**config.mk**
```make
export PLATFORM = sky130hd
export DESIGN_NAME = ttf_front
export DESIGN_NICKNAME = d
export VERILOG_FILES = /design/src/rtl/ttf_pkg.sv /design/src/rtl/ttf_front.sv
export SDC_FILE = /design/constraint.sdc
export NUM_CORES = 1
export LEC_CHECK = 0
export ABC_AREA = 1
export BUFFER_PORTS_ARGS = -buffer_cell sky130_fd_sc_hd__buf_2
export CORE_AREA = 2 2 166 168
export DETAILED_ROUTE_END_ITERATION = 16
export DIE_AREA = 0 0 168 170
export GPL_TIMING_DRIVEN = 0
export PLACE_DENSITY = 0.52
export SLEW_MARGIN = 20
export SYNTH_ARGS = -nofsm -noshare
export SYNTH_HDL_FRONTEND = slang
export SYNTH_SLANG_ARGS = --single-unit
export TNS_END_PERCENT = 100
```
**constraint.sdc**
```tcl
create_clock -name clock -period 7.95 [get_ports clock]
set_clock_uncertainty 0.15 [all_clocks]
set_input_delay 1.1925 -clock clock [delete_from_list [all_inputs] [get_ports clock]]
set_output_delay 1.1925 -clock clock [all_outputs]
set_load 0.01 [all_outputs]
```
**src/rtl/ttf_pkg.sv**
```systemverilog
package ttf_pkg;

   localparam int NORMAL_WIDTH = 48;
   localparam int FRAME_WIDTH  = 16;

endpackage

```
**src/rtl/ttf_front.sv**
```systemverilog
module ttf_front #(
   parameter int PW = 24,
   parameter int CW = 16,
   parameter int JW = 9 * 24 + 6 * 16
) (
   input  logic                 clock,
   input  logic                 reset,
   input  logic                 csr_valid,
   input  logic                 csr_data,
   input  logic                 req_push,
   output logic                 req_full,
   input  logic signed [PW-1:0] pos_x,
   input  logic signed [PW-1:0] pos_y,
   input  logic signed [PW-1:0] pos_z,
   input  logic signed [CW-1:0] tex_u,
   input  logic signed [CW-1:0] tex_v,
   output logic                 job_push,
   input  logic                 job_full,
   output logic [JW-1:0]        job_data
);
   import ttf_pkg::*;

   localparam logic signed [CW-1:0] UV_ONE = {{3{1'b0}}, 1'b1, {(CW - 4){1'b0}}};

   logic [1:0] corner_ff, corner_in;
   logic [1:0] quad_ff, quad_in;
   logic       use_gen_ff, use_gen_in;
   logic signed [PW-1:0] hp_ff [6];
   logic signed [CW-1:0] hc_ff [4];
   logic                 accept;
   logic signed [CW-1:0] u_sel, v_sel;

   assign req_full = (corner_ff == 2'd2) && job_full;
   assign accept   = req_push && !req_full;
   assign job_push = accept && (corner_ff == 2'd2);

   always_comb begin
      u_sel = tex_u;
      v_sel = tex_v;
      if (use_gen_ff) begin
         u_sel = (quad_ff == 2'd1 || quad_ff == 2'd2) ? UV_ONE : '0;
         v_sel = quad_ff[1] ? UV_ONE : '0;
      end
   end

   assign job_data = {v_sel, u_sel, hc_ff[3], hc_ff[2], hc_ff[1], hc_ff[0],
                      pos_z, pos_y, pos_x,
                      hp_ff[5], hp_ff[4], hp_ff[3], hp_ff[2], hp_ff[1], hp_ff[0]};

   always_comb begin
      corner_in  = corner_ff;
      quad_in    = quad_ff;
      use_gen_in = csr_valid ? csr_data : use_gen_ff;
      if (accept) begin
         quad_in   = quad_ff + 2'd1;
         corner_in = (corner_ff == 2'd2) ? 2'd0 : corner_ff + 2'd1;
      end
   end

   always_ff @(posedge clock) begin
      if (reset) begin
         corner_ff  <= '0;
         quad_ff    <= '0;
         use_gen_ff <= 1'b0;
      end else begin
         corner_ff  <= corner_in;
         quad_ff    <= quad_in;
         use_gen_ff <= use_gen_in;
      end
   end

   always_ff @(posedge clock) begin
      if (accept && corner_ff != 2'd2) begin
         if (corner_ff[0] == 1'b0) begin
            hp_ff[0] <= pos_x;
            hp_ff[1] <= pos_y;
            hp_ff[2] <= pos_z;
            hc_ff[0] <= u_sel;
            hc_ff[1] <= v_sel;
         end else begin
            hp_ff[3] <= pos_x;
            hp_ff[4] <= pos_y;
            hp_ff[5] <= pos_z;
            hc_ff[2] <= u_sel;
            hc_ff[3] <= v_sel;
         end
      end
   end

endmodule

```
# Yosys cells after proc, flatten, opt, wreduce, memory -nomap -nowiden
# Memories as Yosys holds them, arrays and structs flattened.
# Index checks and enable logic that the tools add are counted.
# totals
reg_bits	5
wordCells	48
memories	2
ramBits	208
# mem_list
memory	depth	word_bits	read_ports	rd_ports_with_merged_regs	write_ports	line	rtl
hp_ff	6	24	6	0	3	ttf_front.sv:28	logic signed [PW-1:0] hp_ff [6];
hc_ff	4	16	4	0	2	ttf_front.sv:29	logic signed [CW-1:0] hc_ff [4];
# classes
n_mux	26
n_eq_ne	4
add_sub_neg	2
reduce_logical	11
# op_table
operator	n
2-to-1 mux 24 bit	3
OR reduction 24 bit	3
2-to-1 mux 16 bit	4
OR reduction 16 bit	2
2-to-1 mux 13 bit	2
2-to-1 mux 1 bit	11
2-to-1 mux 3 bit	3
2-to-1 mux 2 bit	3
adder 2 x 1 -> 2 bit, second input constant	2
equality test 2 bit, second input constant	2
logical AND 1 bit	4
equality test 2 x 1 -> 1 bit, second input constant	1
!= test 2 bit, second input constant	1
zero test 1 bit	1
logical OR 1 bit	1

# Longest topological paths before layout
# logic_depth
word_depth	9
ltp_mapped	6
ltp_nobuf	6

# Worst setup path before layout
# No wires, ideal clock.
# synth_path
path_kind	input to register
start	in job_full
end	mem hc_ff[2][0], enable pin
t_arrival_ps	5688
setup_slack_ps	1544
stages	3
path_cell_list	nand3_4 -> nand2_4 -> nor2_1
# synth_rtl
element	line	rtl
start, declared	ttf_front.sv:18	input logic job_full,
end, declared	ttf_front.sv:29	

# Final worst setup path
# layout_path
start	in tex_v[14]
end	out job_data[310]
# layout_via
elab_chain_len	1
# layout_lines
element	line	rtl
start, declared	ttf_front.sv:16	input logic signed [CW-1:0] tex_v,
2-to-1 mux 16 bit	ttf_front.sv:40	if (use_gen_ff) begin
end, declared	ttf_front.sv:19	output logic [JW-1:0] job_data
# No other way between the ends.

==> impl_summary.md <==
Die
The floorplan core area is 26700 sq um. The chip width is 168 microns. For this configuration, the core starts out at a cell density of 0.274. In this run the count of I/O pins placed on the die edge is 424. The vertical extent of the die is 170 microns.

The die covers 28600 sq um. Row generation in the floorplan step produced 60 rows.

Drt
The detailed-route vias per instance is 3.86. For this run, design rule violations remaining after detail routing come to 0. The number of vias in the routed layout is 4612. The antenna violation net count after detailed routing is 0. The detailed router finished its first iteration with 250 violations. Dividing the detail-routed wire length by the instance count gives 15.7 microns. After detailed routing, the total wire length is 18700 microns. For this run, the detailed router's first-pass iteration total came to 6.

Yosys
Dividing the synthesized area by the synthesized cell count gives 19.1 sq um. The area fraction in compound gates after synthesis is 0.00480. Counting flops with an async set or reset pin after synthesis yields a share of 0.

The proportion of synthesized area in mux cells is 0. The synthesized-area fraction occupied by xor and xnor cells is 0.00120. The synthesis-stage register bit count is 213. The number of nets produced by synthesis is 492. The area share of the leading cell type in the synthesized netlist is 0.855. The count of synthesis-stage warnings from yosys is 0. The mapped netlist covers 7300 sq um. Of the total synthesized cell area, the portion taken by AND, OR, NAND and NOR gates is 0.0288.

The cell count after synthesis is 382. The biggest area contributor in the post-synthesis netlist is edfxtp_1. Sorting the synthesized cells by how often they occur yields edfxtp_1 (208), buf_4 (72), inv_1 (37). The adder and majority cell fraction of the synthesized area is 0. edfxtp_1 is the most common cell in the netlist. The part of the Yosys area used for sequential elements is 0.869. The most common flop cell mapped by yosys is edfxtp_1. The count of flip-flops with a built-in enable after synthesis is 208.

By area the synthesized netlist is led by edfxtp_1 (86%), buf_4 (7.4%), inv_1 (1.9%), nor2_1 (1.8%), dfxtp_1 (1.4%). By area, the combinational part of the netlist is dominated by buffers and inverters. The post-synthesis cell type count is 16.

Critical path
Traced cell by cell, the critical path runs through buf_2 > inv_1 > nor2_1 > buf_2. For the worst setup path, the data required time is 6.61 ns. The setup path with the least slack is of type input port to primary output. The highest net fanout along the worst path is 3.

The critical path launch point type is an input port. The endpoint arrival time on the critical path is 1.93 ns. The highest cell delay on the worst timing path is 0.41 ns. The worst setup path is captured at a primary output. The largest individual stage delay along the critical path comes from the cell nor2_1. Counting both buffers and inverters, the worst setup path holds a total of 3. Among the stages of the critical path, the cell type that occurs most often is buf_2. Grouping stages by cell kind, the critical path spends the most delay in simple AND/OR/NAND/NOR gates.

Clocking
Post-CTS repair changed the size of 0 cells. The later pin in the worst-skew pair is clocked with a latency of 0.50 ns. The maximum level of the CTS H-tree is 1. The number of hold buffers added after CTS was 0. TritonCTS built the clock tree.

The number of buffers added by the clock tree synthesis step is 24. The CTS sink count is 213. After clock tree synthesis, the clock-pin slew on the worst setup and hold paths is 0.06 ns.

The clock root buffer master is clkbuf_16. The maximum number of buffers from clock root to sink is 3. Post-CTS timing repair inserted 0 buffers for setup.

Placed design
The routability-driven placement congestion ratio is 0.736. Counting tap cells, the placed design contains a total of 1151 instances. The placement-stage worst setup slack is 4.62 ns. Detailed placement finished with a half-perimeter wire length of 14000 microns. The number of input and output port buffers inserted is 423.

Timing
The worst path meets setup with 4.68 ns of slack. The setup-violating endpoint count in the final report is 0. The worst slew margin relative to its limit is 0.558. In the finished design, the share of the clock period the worst path needs comes to 0.412. The number of slew-limit violations in the final report is 0. Setup repair after global routing left no endpoint under its margin. The hold violation total from the final report is 0. The final critical-path required period is 3.27 ns. The worst-margin pin slew is 0.661 ns.

Static timing analysis puts the maximum clock frequency at 306 MHz.

Layout
From synthesis to final layout, the design area changed by 46.7%. The final cell utilization of the core is 0.402. The number of nets in the final layout is 946. The proportion of layout cells with a drive suffix above 1 is 0.640. The finished layout holds 1195 standard cells, fillers aside. The layout has 2535 filler cells.

Power and ir drop
For this design the ratio of total power to cell area is 245 nW/um^2. Total power for the finished layout comes to 2.62 mW. The worst IR drop on VDD is 0.195 mV.

The static leakage is 4.77 nW.

Global route
The number of antenna violations at the first check in global routing is 1. The total global routing overflow is 0. The first global-routing pass estimated 26300 microns of wire. The largest net degree at the start of global routing is 55. The via count of the first global-routing pass is 4349. In the global route stage, overall resource usage came out at 0.121.

Min path
The path type of the worst min-delay path is flip-flop to flip-flop.

Run status
The flow ran to the end, and the final reports show no timing, DRC or antenna violations.

Flow run
The number of max-cap violations is 0.
## registers in the layout (all words and copies together), names as in the netlist
register / cells
hc_ff: 64
corner_ff: 2
quad_ff: 2
use_gen_ff: 1
hp_ff: 144
## worst min-delay path, stage by stage (launching register included)
cell,delay (ns)
dfxtp_1,0.34
nand2_1,0.07
a21oi_1,0.05
## per-layer routing
layer,GRT usage,vias up,wire length (microns)
li1,-,2198,-
met1,0.141,2125,7180
met2,0.211,256,9350
met3,0.0374,33,1630
met4,0.0427,0,583
met5,0,-,0
## report_power, final
group | switching [mW] | internal (mW) | total (mW)
registers | 0.0131 | 1.31 | 1.32
clock network | 0.424 | 0.604 | 1.03
logic | 0.160 | 0.111 | 0.271
total | 0.596 | 2.02 | 2.62
## cells in the final DEF, fill, tap and decap left out, drive strengths merged
master,netlist,final
dfxtp,5,5
a21oi,5,5
xor2,1,1
nand2,7,7
bufinv,0,1
inv,38,38
nand3,4,4
nor3,1,1
diode,0,1
edfxtp,208,208
o21ai,2,2
buf,76,504
nor2,35,35
clkbuf,0,29
clkinv,0,11
clkinvlp,0,2
## layout make-up
cell class	count	area, sq um	area share
buffer	76	561	0.0523
clock buffer	29	641	0.0598
antenna	1	2.50	0.000234
sequential	213	6350	0.592
clock inverter	14	98.8	0.00922
inverter	38	148	0.0138
tap	341	427	0.0398
multi-input combinational	55	262	0.0244
timing repair buffer	428	2230	0.208
## kinds of logic after synthesis
family | count (synthesis)
flip-flops | 213
buffers and inverters | 114
AND/OR/NAND/NOR | 47
AO/OA/AOI/OAI | 7
XOR/XNOR | 1
## worst paths after layout
kind / from / end / slack, ns / depth (start not counted)
hold reg to reg: corner_ff[0] / corner_ff[0] / 0.37 / 2
hold / removal: corner_ff[0] / corner_ff[0] / 0.37 / 2
setup reg to reg: corner_ff[0] / hp_ff[5][10] / 5.80 / 6
setup / recovery: tex_v[14] / job_data[310] / 4.68 / 4
## stage by stage
step           setup TNS (ns)  cell area [sq um]  hold WS (ns)
2_1_floorplan               0               7300         0.330
3_3_place_gp          -142.66               9850         0.350
3_5_place_dp                0               9970         0.357
4_1_cts                     0              10700         0.365
5_1_grt                     0              10700         0.395
6_report                    0              10700         0.366
No activity file was read; power rests on OpenSTA's default activity.
