File: config.mk
export PLATFORM = sky130hd
export DESIGN_NAME = ttf_queue
export DESIGN_NICKNAME = d
export VERILOG_FILES = /design/src/rtl/ttf_pkg.sv /design/src/rtl/ttf_queue.sv
export SDC_FILE = /design/constraint.sdc
export NUM_CORES = 1
export LEC_CHECK = 0
export ABC_AREA = 1
export CAP_MARGIN = 30
export CORE_AREA = 5 5 239 241
export DETAILED_ROUTE_END_ITERATION = 16
export DIE_AREA = 0 0 244 246
export DONT_BUFFER_PORTS = 1
export PLACE_DENSITY = 0.69
export SETUP_SLACK_MARGIN = 0.4
export SLEW_MARGIN = 20
export SYNTH_ARGS = -nofsm -noshare
export SYNTH_HDL_FRONTEND = slang
export SYNTH_SLANG_ARGS = --single-unit
File: constraint.sdc
create_clock -name clock -period 24.8 [get_ports clock]
set_input_delay 2.48 -clock clock [delete_from_list [all_inputs] [get_ports clock]]
set_output_delay 2.48 -clock clock [all_outputs]
set_load 0.01 [all_outputs]
File: src/rtl/ttf_pkg.sv
package ttf_pkg;

   localparam int NORMAL_WIDTH = 48;
   localparam int FRAME_WIDTH  = 16;

endpackage

File: src/rtl/ttf_queue.sv
module ttf_queue #(
   parameter int W = 312
) (
   input  logic         clock,
   input  logic         reset,
   input  logic         push,
   output logic         full,
   input  logic [W-1:0] din,
   input  logic         pop,
   output logic         empty,
   output logic [W-1:0] dout
);
   import ttf_pkg::*;

   logic [W-1:0] mem_ff [2];
   logic         wr_ptr_ff, wr_ptr_in;
   logic         rd_ptr_ff, rd_ptr_in;
   logic [1:0]   cnt_ff, cnt_in;
   logic         do_push, do_pop;

   assign full    = (cnt_ff == 2'd2);
   assign empty   = (cnt_ff == 2'd0);
   assign dout    = mem_ff[rd_ptr_ff];
   assign do_push = push && !full;
   assign do_pop  = pop && !empty;

   always_comb begin
      wr_ptr_in = do_push ? !wr_ptr_ff : wr_ptr_ff;
      rd_ptr_in = do_pop ? !rd_ptr_ff : rd_ptr_ff;
      cnt_in    = cnt_ff;
      if (do_push && !do_pop) begin
         cnt_in = cnt_ff + 2'd1;
      end else if (do_pop && !do_push) begin
         cnt_in = cnt_ff - 2'd1;
      end
   end

   always_ff @(posedge clock) begin
      if (reset) begin
         wr_ptr_ff <= 1'b0;
         rd_ptr_ff <= 1'b0;
         cnt_ff    <= '0;
      end else begin
         wr_ptr_ff <= wr_ptr_in;
         rd_ptr_ff <= rd_ptr_in;
         cnt_ff    <= cnt_in;
      end
   end

   always_ff @(posedge clock) begin
      if (do_push) begin
         mem_ff[wr_ptr_ff] <= din;
      end
   end

endmodule

# Yosys cells after proc, flatten, opt, wreduce, memory -nomap -nowiden
# Memory sizes are Yosys's and may differ from the RTL's. A register that Yosys moved wholly into a read port is not among the register bits.
# Cells that the tools add are included.
dict set report totals {
  ram_bits 624
  n_memories 1
  latchBits 0
  mem_bits_ro 0
  regBits 4
  in_bits 316
  wordCells 25
}
# memory words word_bits rd rd_clocked_by_memory_dff write_ports line_no
set mem_list {}
lappend mem_list {mem_ff 2 312 1 1 1 ttf_queue.sv:15} ;# logic [W-1:0] mem_ff [2];
dict set report classes {
  n_shift 0
  mux 6
  n_lt_le_gt_ge 0
  div 0
  bitwise 0
  n_eq_ne 1
  n_reduce_logical 12
  multipliers 0
  add_sub_neg 2
}
# cell n
set ops {}
lappend ops {{logical NOT 1 bit} 6}
lappend ops {{logical AND 1 bit} 4}
lappend ops {{two-way mux 1 bit} 4}
lappend ops {{two-way mux 2 bit} 2}
lappend ops {{adder 2 x 1 -> 2 bit, second input constant} 1}
lappend ops {{equality test 2 bit, second input constant} 1}
lappend ops {{logical NOT 2 bit} 1}
lappend ops {{nonzero test 2 bit} 1}
lappend ops {{subtractor 2 x 1 -> 2 bit, second input constant} 1}

# Longest topological paths before layout
# Gate-level depths: netlist of the first run.
dict set report depth {
  word_depth 7
  depth_mapped 10
  ltp_nobuf 10
}

# Least setup slack after synthesis of the first run
# No wires, ideal clock.
dict set report synth_path {
  kind {in2reg}
  start {in push}
  end {mem mem_ff[0][0] (enable)}
  slack_ns 8.257
  required_ns 23.807
  setup_ns 0.993
  stages 2
  t_arrival_ns 15.549
  path_cell_list {o21ai_0 > nor2_1}
}
dict set report synth_between {
  elab_chain_cells 3
}
# item line_no
set synth_lines {}
lappend synth_lines {{from (decl)} ttf_queue.sv:6} ;# input logic push,
lappend synth_lines {{logical AND 1 bit} ttf_queue.sv:24} ;# assign do_push = push && !full;
lappend synth_lines {{two-way mux 1 bit} ttf_queue.sv:51} ;# if (do_push) begin
lappend synth_lines {{two-way mux 1 bit (not written as such)} ttf_queue.sv:52} ;# mem_ff[wr_ptr_ff] <= din;
lappend synth_lines {{to (decl)} ttf_queue.sv:15}
# Every way passes these cells.

==> impl_metrics.yaml, run 1 <==
run_status:
  status: "complete, no violations"
synthesis:
  synth-seq-cells: 629
  syn_nets: 1325
  synth_fa_ha_area_frac: 0.000519
  synth_ff_type: "edfxtp_1"
  yosys.area_share.simple: 0.00275
  synth_edf_count: 624
  synth_top_family_by_area: "multiplexers"
  synth-warning-count: 0
  syn_inst: 1008
  async_reset_ff_frac: 0
  ys_top_cells_by_area: "edfxtp_1, mux2_4, buf_12, mux2_2, buf_6"
  synth_compound_gate_area_share: 0.00125
  synth_top_area_frac: 0.777
  syn_area_um2: 24100
  yosysTopAreaCell: "edfxtp_1"
  netlist_top_cells_count: "edfxtp_1, mux2_4, mux2_2"
  avgSynthCellArea_um2: 23.9
  synth_xor_area_frac: 0
  yosysMostFrequentCell: "edfxtp_1"
  yosysUniqueCellTypes: 16
  ys_seq_area_frac: 0.781
  synthMuxAreaShare: 0.189
cts:
  cts-root-buf: "clkbuf_16"
  holdBufCountCts: 0
  clk_latency_ns: 0.60
  clock_path_buffers: 3
  cts_tree: "yes"
  post_cts_resized: 0
  cts_num_sinks: 629
  htreeDepth: 2
  numCtsBuffers: 60
  post_cts.repair.setup_buffers: 0
  path_clk_slew_ns: 0.06
pwr:
  leakagePower_nw: 9.18
  cellPowerDensity_nw_per_um2: 107
  ir_worst_vdd_v: 0.0000770
  p_total_mw: 2.86
worst_setup_path:
  cp.depth: 5
  cp_num_buf_inv: 4
  cp_top_family: "buffers and inverters"
  critical_path_arrival_ns: 4.36
  cp_max_fo: 54
  reg2regPathDepth: 6
  crit_required_ns: 22.32
  critPathKind: "reg2out"
  slowest_stage: "dfxtp_4"
  cp-end-kind: "primary output"
  startpoint_type: "register"
  cp_common_cell: "buf_4"
  path_cells: "buf_4 -> buf_4 -> buf_4 -> buf_16 -> mux2_4"
  slowest_delay_ns: 0.93
cells_and_area:
  fin_nets: 1374
  syn_to_final_growth_pct: 10.5
  layout-drive-gt1-share: 0.380
  insertedDiodeCount: 0
  final_cells: 1809
  postLayoutCoreUtil: 0.488
  stdcell_area_um2: 26700
  fillers: 4348
floorplan:
  core_area_um2: 54700
  rows: 86
  die_y_um: 246
  start_util: 0.441
  io_pins: 630
  dieArea_um2: 60000
  die_w_um: 244
sta:
  finalSetupViolCount: 0
  tns_ns: 0
  hold_viol: 0
  worst_slack_ns: 17.96
  tightest_slew_ns: 1.00
  timing.fmax_mhz: 146
  slew_viol_final: 0
  holdWs_ns: 0.534
  slew_headroom: 0.334
  rsz0062_at_grt: "false"
  post-route-min-period_ns: 6.84
  fin_skew_ns: 0.0115
  fin_crit_sh: 0.276
routing:
  drc: 0
  drt_iter0_drc: 562
  via_per_inst: 5.14
  wirelength_um: 50100
  wl_per_cell_um: 27.7
  vias: 9305
  first_pass_iters: 4
  ant_nets: 0
placement:
  dp_hpwl_um: 36300
  place_ws_ns: 18.38
  postPlaceCellArea_um2: 24600
  dp_cells: 1694
  portBuffers: 0
  gp_congestion: 0.816
grt:
  grt_usage: 0.157
  grt_pass1_wl_um: 69400
  grt_max_degree: 78
  grt_pass1_vias: 9962
  antenna_found_initial: 0
  gr-total-overflow: 0
min_path:
  min_path_cells: 2
  hold_class: "reg2reg"
job:
  drv_cap: 0
-- metal layers --
layer,up-vias,global-route usage,routed length (um)
li1,4105,-,-
met1,4704,0.150,15700
met2,437,0.284,26800
met3,59,0.0973,6790
met4,0,0.0407,867
met5,-,0,0
-- path summary, 6_finish.rpt --
kind	from	slack, ns	end
worst max-delay path	register	17.96	dout[67]
worst min-delay path	wr_ptr_ff	0.53	wr_ptr_ff
worst max register to register	cnt_ff[0]	21.43	mem_ff[1][104]
worst min register to register	wr_ptr_ff	0.53	wr_ptr_ff
-- worst reg2reg max path, delay by kind of cell (launching register included) --
kind	cells	cell delay (ns)
buffers and inverters	4	2.10
DFF	1	0.41
AOI/OAI and AO/OA	1	0.32
and+or+nand+nor	1	0.18
-- flip-flops by register name, summed over array words and instances, names as in the netlist, named ones only --
register,count
cnt_ff,2
mem_ff,624
rd_ptr_ff,1
wr_ptr_ff,1
-- final cells by class --
class,count,area [um2],share of cell area
clock buffer,71,1540,0.0579
multi-input combinational,335,4690,0.176
clock inverter,39,377,0.0141
timing repair buffer,22,290,0.0109
sequential,629,18800,0.707
inverter,9,33.8,0.00127
tap,704,881,0.0330
-- kinds of logic (layout without fill, tap and decap cells) --
group,count (synthesis),count (layout)
adders and majority gates,1,1
buffers and inverters,44,141
AOI/OAI and AO/OA,6,6
DFF,629,629
muxes,312,312
and+or+nand+nor,16,16
-- power breakdown --
part	total, mW	switching [mW]	internal, mW
Combinational	0.588	0.330	0.258
Clock	0.878	0.370	0.508
Sequential	1.40	0.0504	1.34
-- placed cells by master, fill, tap and decap left out, types with 4 or more instances in the layout --
master	instances
dfxtp_1	4
mux2_2	32
mux2_4	280
nor2_1	7
clkinv_2	8
inv_6	4
clkbuf_16	60
clkinv_1	16
clkbuf_1	11
buf_16	5
bufinv_16	6
nand2_1	4
inv_1	9
buf_4	15
o21ai_0	5
edfxtp_1	624
Power figures use the tool's default switching activity.
==> run 2: changes to the inputs <==
- clock period: 24.8 -> 7.02 ns (I/O delays scaled with it)
==> run 2 against run 1 <==
  * Register-to-register slack lost 17 ns
  * Setup slack worse by 15 ns
  * Clock-buffer cell count increased by 17
  * Die area stayed put
  * Core utilization down 0.20 points
  * Via count about the same
  * Cell count shrank 0.44%
  * Sequential power rose to 3.5 times the previous value
  * Critical path type unchanged
==> impl_metrics.yaml, run 2 (synthesized netlist as in run 1, its figures left out) <==
sta:
  rsz0062_at_grt: "false"
  timing.fmax_mhz: 277
  post-route-min-period_ns: 3.61
  worst_slack_ns: 3.41
  holdWs_ns: 0.196
  slew_viol_final: 0
  fin_crit_sh: 0.515
  hold_viol: 0
  fin_skew_ns: 0.0176
  finalSetupViolCount: 0
  slew_headroom: 0.235
  tightest_slew_ns: 1.15
worst_setup_path:
  startpoint_type: "register"
  cp_top_family: "flip-flops"
  cp-end-kind: "primary output"
  critPathKind: "reg2out"
  critical_path_arrival_ns: 2.91
  cp_max_fo: 120
  crit_required_ns: 6.32
  cp_num_buf_inv: 1
  reg2regPathDepth: 5
  slowest_stage: "dfxtp_4"
  cp.depth: 2
  path_cells: "buf_12 -> mux2_4"
  slowest_delay_ns: 0.94
cells_and_area:
  layout_commonest_cell: "edfxtp_1"
  layout_common_cells: "edfxtp_1, mux2_4, clkbuf_16"
  stdcell_area_um2: 26500
  regMostFlops: "mem_ff"
  multi_input_area_um2: 4690
  largestRegisters: "mem_ff: 624 flops, cnt_ff: 2 flops"
  syn_to_final_growth_pct: 10.1
  final_cells: 1801
  seqCellArea_um2: 18800
  fin_nets: 1363
  fillers: 4369
  layout-drive-gt1-share: 0.369
  largest_reg_flops: 624
pwr:
  leakagePower_nw: 9.10
  cellPowerDensity_nw_per_um2: 381
  pwr-share-seq: 0.487
  p_switching_mw: 2.59
  swShare: 0.257
  ir_worst_vdd_v: 0.000277
  clkPwrFrac: 0.309
  p_total_mw: 10.1
  pwr-share-comb: 0.203
  intPower_mw: 7.51
cts:
  cts_num_sinks: 629
  post_cts.repair.setup_buffers: 0
  clk_latency_ns: 0.60
  cts_tree: "yes"
  cts-root-buf: "clkbuf_16"
  htreeDepth: 2
  numCtsBuffers: 61
  clock_path_buffers: 3
  post_cts_resized: 0
  path_clk_slew_ns: 0.06
  holdBufCountCts: 0
floorplan:
  start_util: 0.441
  core_area_um2: 54700
  die_w_um: 244
  die_y_um: 246
  rows: 86
  dieArea_um2: 60000
  io_pins: 630
routing:
  first_pass_iters: 4
  wl_per_cell_um: 26.5
  via_per_inst: 5.17
  drt_iter0_drc: 506
  drc: 0
  wirelength_um: 47700
  vias: 9310
  ant_nets: 0
grt:
  grt_max_degree: 158
  met3_usage: 0.0947
  grt_pass1_wl_um: 66800
  global_route.peak_usage_layer: "met2"
  grt_usage: 0.150
  grt_pass1_vias: 9932
  met2_usage: 0.261
  gr-total-overflow: 0
  antenna_found_initial: 3
  grtUsageMet1: 0.146
placement:
  gp_congestion: 0.761
  place_ws_ns: 3.76
  dp_hpwl_um: 33300
  portBuffers: 0
  dp_cells: 1686
  postPlaceCellArea_um2: 24600
run_status:
  status: "complete, no violations"
job:
  drv_cap: 0
min_path:
  min_path_cells: 0
  hold_class: "in2reg"
run 2: changes by cell type in the layout (fill, tap and decap cells not counted), moves of 2 or more:
cell       previous run  this run
clkbuf_1             11        22
buf_16                5         0
buf_12                2         6
diode_2               0         2
buf_4                15         4
clkinv_2              8         5
inv_6                 4         2
clkbuf_8              0         3
clkinv_1             16        11
clkbuf_16            60        63
run 2: worst register-to-register path: stages, from the launching register on:
cell and delay [ns]:
dfxtp_1 0.42, o21ai_0 0.31, nor2_4 0.21, buf_12 0.51, buf_4 0.89, buf_12 0.33
run 2: layout make-up:
type,instances,share of cell area
Multi-Input combinational cell,335,0.177
Inverter,9,0.00127
Sequential cell,629,0.710
Antenna cell,2,0.000189
Tap cell,704,0.0332
Clock buffer,88,0.0641
Timing Repair Buffer,10,0.00566
Clock inverter,24,0.00914
run 2: through the flow:
stage,util,setup TNS [ns]
detailed placement,0.450,0
CTS,0.485,0
global route,0.486,0
finish,0.486,0
global placement,0.450,0
floorplan,-,-1553.44
run 2: power by group through the flow:
| stage | sequential, mW | combinational (mW) | clock (mW) |
|---|---|---|---|
| floorplan | 5.08 | 1.83 | 0 |
| global placement | 4.97 | 2.07 | 0 |
| global route | 4.96 | 2.15 | 3.39 |
| finish | 4.92 | 2.06 | 3.13 |
| detailed placement | 5.00 | 2.07 | 0 |
| CTS | 4.93 | 2.08 | 3.22 |
run 2: routing by layer:
layer | wire length, um | share of wire
met5 | 20 | 0.00042
met4 | 1190 | 0.025
met3 | 6640 | 0.14
met2 | 24500 | 0.51
met1 | 15400 | 0.32
run 2: path summary, 6_finish.rpt:
| path | from | endpoint | slack (ns) |
|---|---|---|---|
| max | register | dout[69] | 3.41 |
| min | din[257] | mem_ff[0][257] | 0.20 |
| max reg2reg | cnt_ff[0] | mem_ff[0][183] | 4.03 |
| min reg2reg | wr_ptr_ff | wr_ptr_ff | 0.55 |
==> run 3: changes to the inputs <==
- clock period: 7.02 -> 3.5 ns (I/O delays scaled with it)
==> run 3 against run 2 <==
  * Power grew 110%
  * Critical endpoint is now dout[110]
  * Largest cell class unchanged
  * Global-route usage grew 2.4 points
  * Clock-buffer cell count shrank 11
  * Routed wire length grew 15%
  * Clock power grew 110%
  * Clock skew grew 0.0051 ns
  * Design area grew 13%
  * Core utilization grew 6.4 points
  * Via count grew 18%
  * First-iteration DRC count grew 24%
==> impl_metrics.yaml, run 3 (synthesized netlist as in run 1, its figures left out) <==
sta:
  slew_viol_final: 0
  rsz0062_at_grt: "false"
  post-route-min-period_ns: 2.79
  tns_ns: 0
  finalSetupViolCount: 0
  timing.fmax_mhz: 359
  fin_skew_ns: 0.0227
  hold_viol: 0
  fin_crit_sh: 0.796
  tightest_slew_ns: 1.06
  slew_headroom: 0.293
routing:
  wirelength_um: 55000
  drt_iter0_drc: 626
  wl_per_cell_um: 25.7
  ant_nets: 0
  vias: 10980
  via_per_inst: 5.13
  first_pass_iters: 5
  drc: 0
grt:
  grt_usage: 0.174
  grt_pass1_wl_um: 77700
  antenna_found_initial: 8
  grt_pass1_vias: 11646
  grt_max_degree: 155
  gr-total-overflow: 0
worst_setup_path:
  cp_max_fo: 73
  critical_path_arrival_ns: 2.44
  path_cells: "buf_12 -> mux2_4"
  cp_num_buf_inv: 1
  cp-end-kind: "primary output"
  startpoint_type: "register"
  crit_required_ns: 3.15
  cp.depth: 2
  critPathKind: "reg2out"
  reg2regPathDepth: 5
  cp_top_family: "flip-flops"
  r2r_slack_ns: 1.55
  slowest_stage: "dfxtp_4"
  slowest_delay_ns: 0.85
pwr:
  pwr-share-seq: 0.467
  intPower_mw: 15.5
  leakagePower_nw: 10.6
  p_switching_mw: 5.68
  ir_worst_vdd_v: 0.000578
  pwr-share-comb: 0.219
  clkPwrFrac: 0.314
  swShare: 0.268
  cellPowerDensity_nw_per_um2: 704
cells_and_area:
  stdcell_area_um2: 30100
  fin_nets: 1698
  syn_to_final_growth_pct: 24.6
  largestRegisters: "mem_ff: 624 flops, cnt_ff: 2 flops"
  largest_reg_flops: 624
  layout_common_cells: "edfxtp_1, dlygate4sd3_1, mux2_4"
  layout-drive-gt1-share: 0.303
  layout_commonest_cell: "edfxtp_1"
  final_cells: 2141
  regMostFlops: "mem_ff"
floorplan:
  dieArea_um2: 60000
  io_pins: 630
  start_util: 0.441
  core_area_um2: 54700
  die_y_um: 246
  die_w_um: 244
  rows: 86
cts:
  post_cts.repair.setup_buffers: 0
  cts_tree: "yes"
  clk_latency_ns: 0.58
  path_clk_slew_ns: 0.06
  cts-root-buf: "clkbuf_16"
  cts_num_sinks: 629
  htreeDepth: 3
  clock_path_buffers: 3
  numCtsBuffers: 66
job:
  drv_cap: 0
placement:
  dp_hpwl_um: 35900
  dp_cells: 1703
  postPlaceCellArea_um2: 24800
  gp_congestion: 0.793
  portBuffers: 0
run_status:
  status: "complete, no violations"
min_path:
  hold_class: "in2reg"
  min_path_cells: 3
==> run 3: worst min-delay path, stage by stage <==
cell	delay, ns
o21ai_0	0.10
o21ai_0	0.12
nor2_1	0.09
==> run 3: layer usage <==
| layer | part of all wire | vias up | GRT usage |
|---|---|---|---|
| met5 | 0.00038 | - | 0 |
| met4 | 0.027 | 4 | 0.0548 |
| met3 | 0.098 | 81 | 0.0746 |
| met2 | 0.52 | 548 | 0.305 |
| met1 | 0.35 | 5565 | 0.192 |
| li1 | - | 4782 | - |
==> run 3: path summary, 6_finish.rpt <==
kind	from	endpoint
setup / recovery	register	dout[110]
setup reg to reg	cnt_ff[1]	mem_ff[0][82]
hold / removal	pop	rd_ptr_ff
hold reg to reg	wr_ptr_ff	wr_ptr_ff
==> run 3: stage by stage <==
stage	hold slack (ns)	util	power, mW	setup WS (ns)
6_report	0.107	0.550	21.2	0.712
5_1_grt	0.125	0.550	22.0	0.569
4_1_cts	0.0522	0.550	21.3	0.644
3_5_place_dp	0.449	0.454	14.3	1.30
3_3_place_gp	0.449	0.454	14.2	1.37
2_1_floorplan	0.449	-	13.7	-2.02
==> run 3: power by group through the flow <==
stage	clock network, mW	registers [mW]	logic (mW)
5_1_grt	7.15	9.96	4.86
4_1_cts	6.77	9.87	4.67
6_report	6.64	9.88	4.64
3_5_place_dp	0	10.0	4.29
3_3_place_gp	0	9.98	4.26
2_1_floorplan	0	10.0	3.69
==> run 3: final cells by class <==
class                           instances  area [um2]
Antenna cell                            6        15.0
Clock buffer                           77        1740
Sequential cell                       629       18800
Multi-Input combinational cell        335        4700
Inverter                                9        33.8
Fill cell                            3972       24600
Clock inverter                         41         343
Tap cell                              704         881
Timing Repair Buffer                  340        3500
==> run 3: timing repair <==
action,in CTS,in global routing
endpoints found under the setup margin,0,0
gates resized for setup,0,0
hold buffers,314,0
endpoints found under the hold margin,629,0
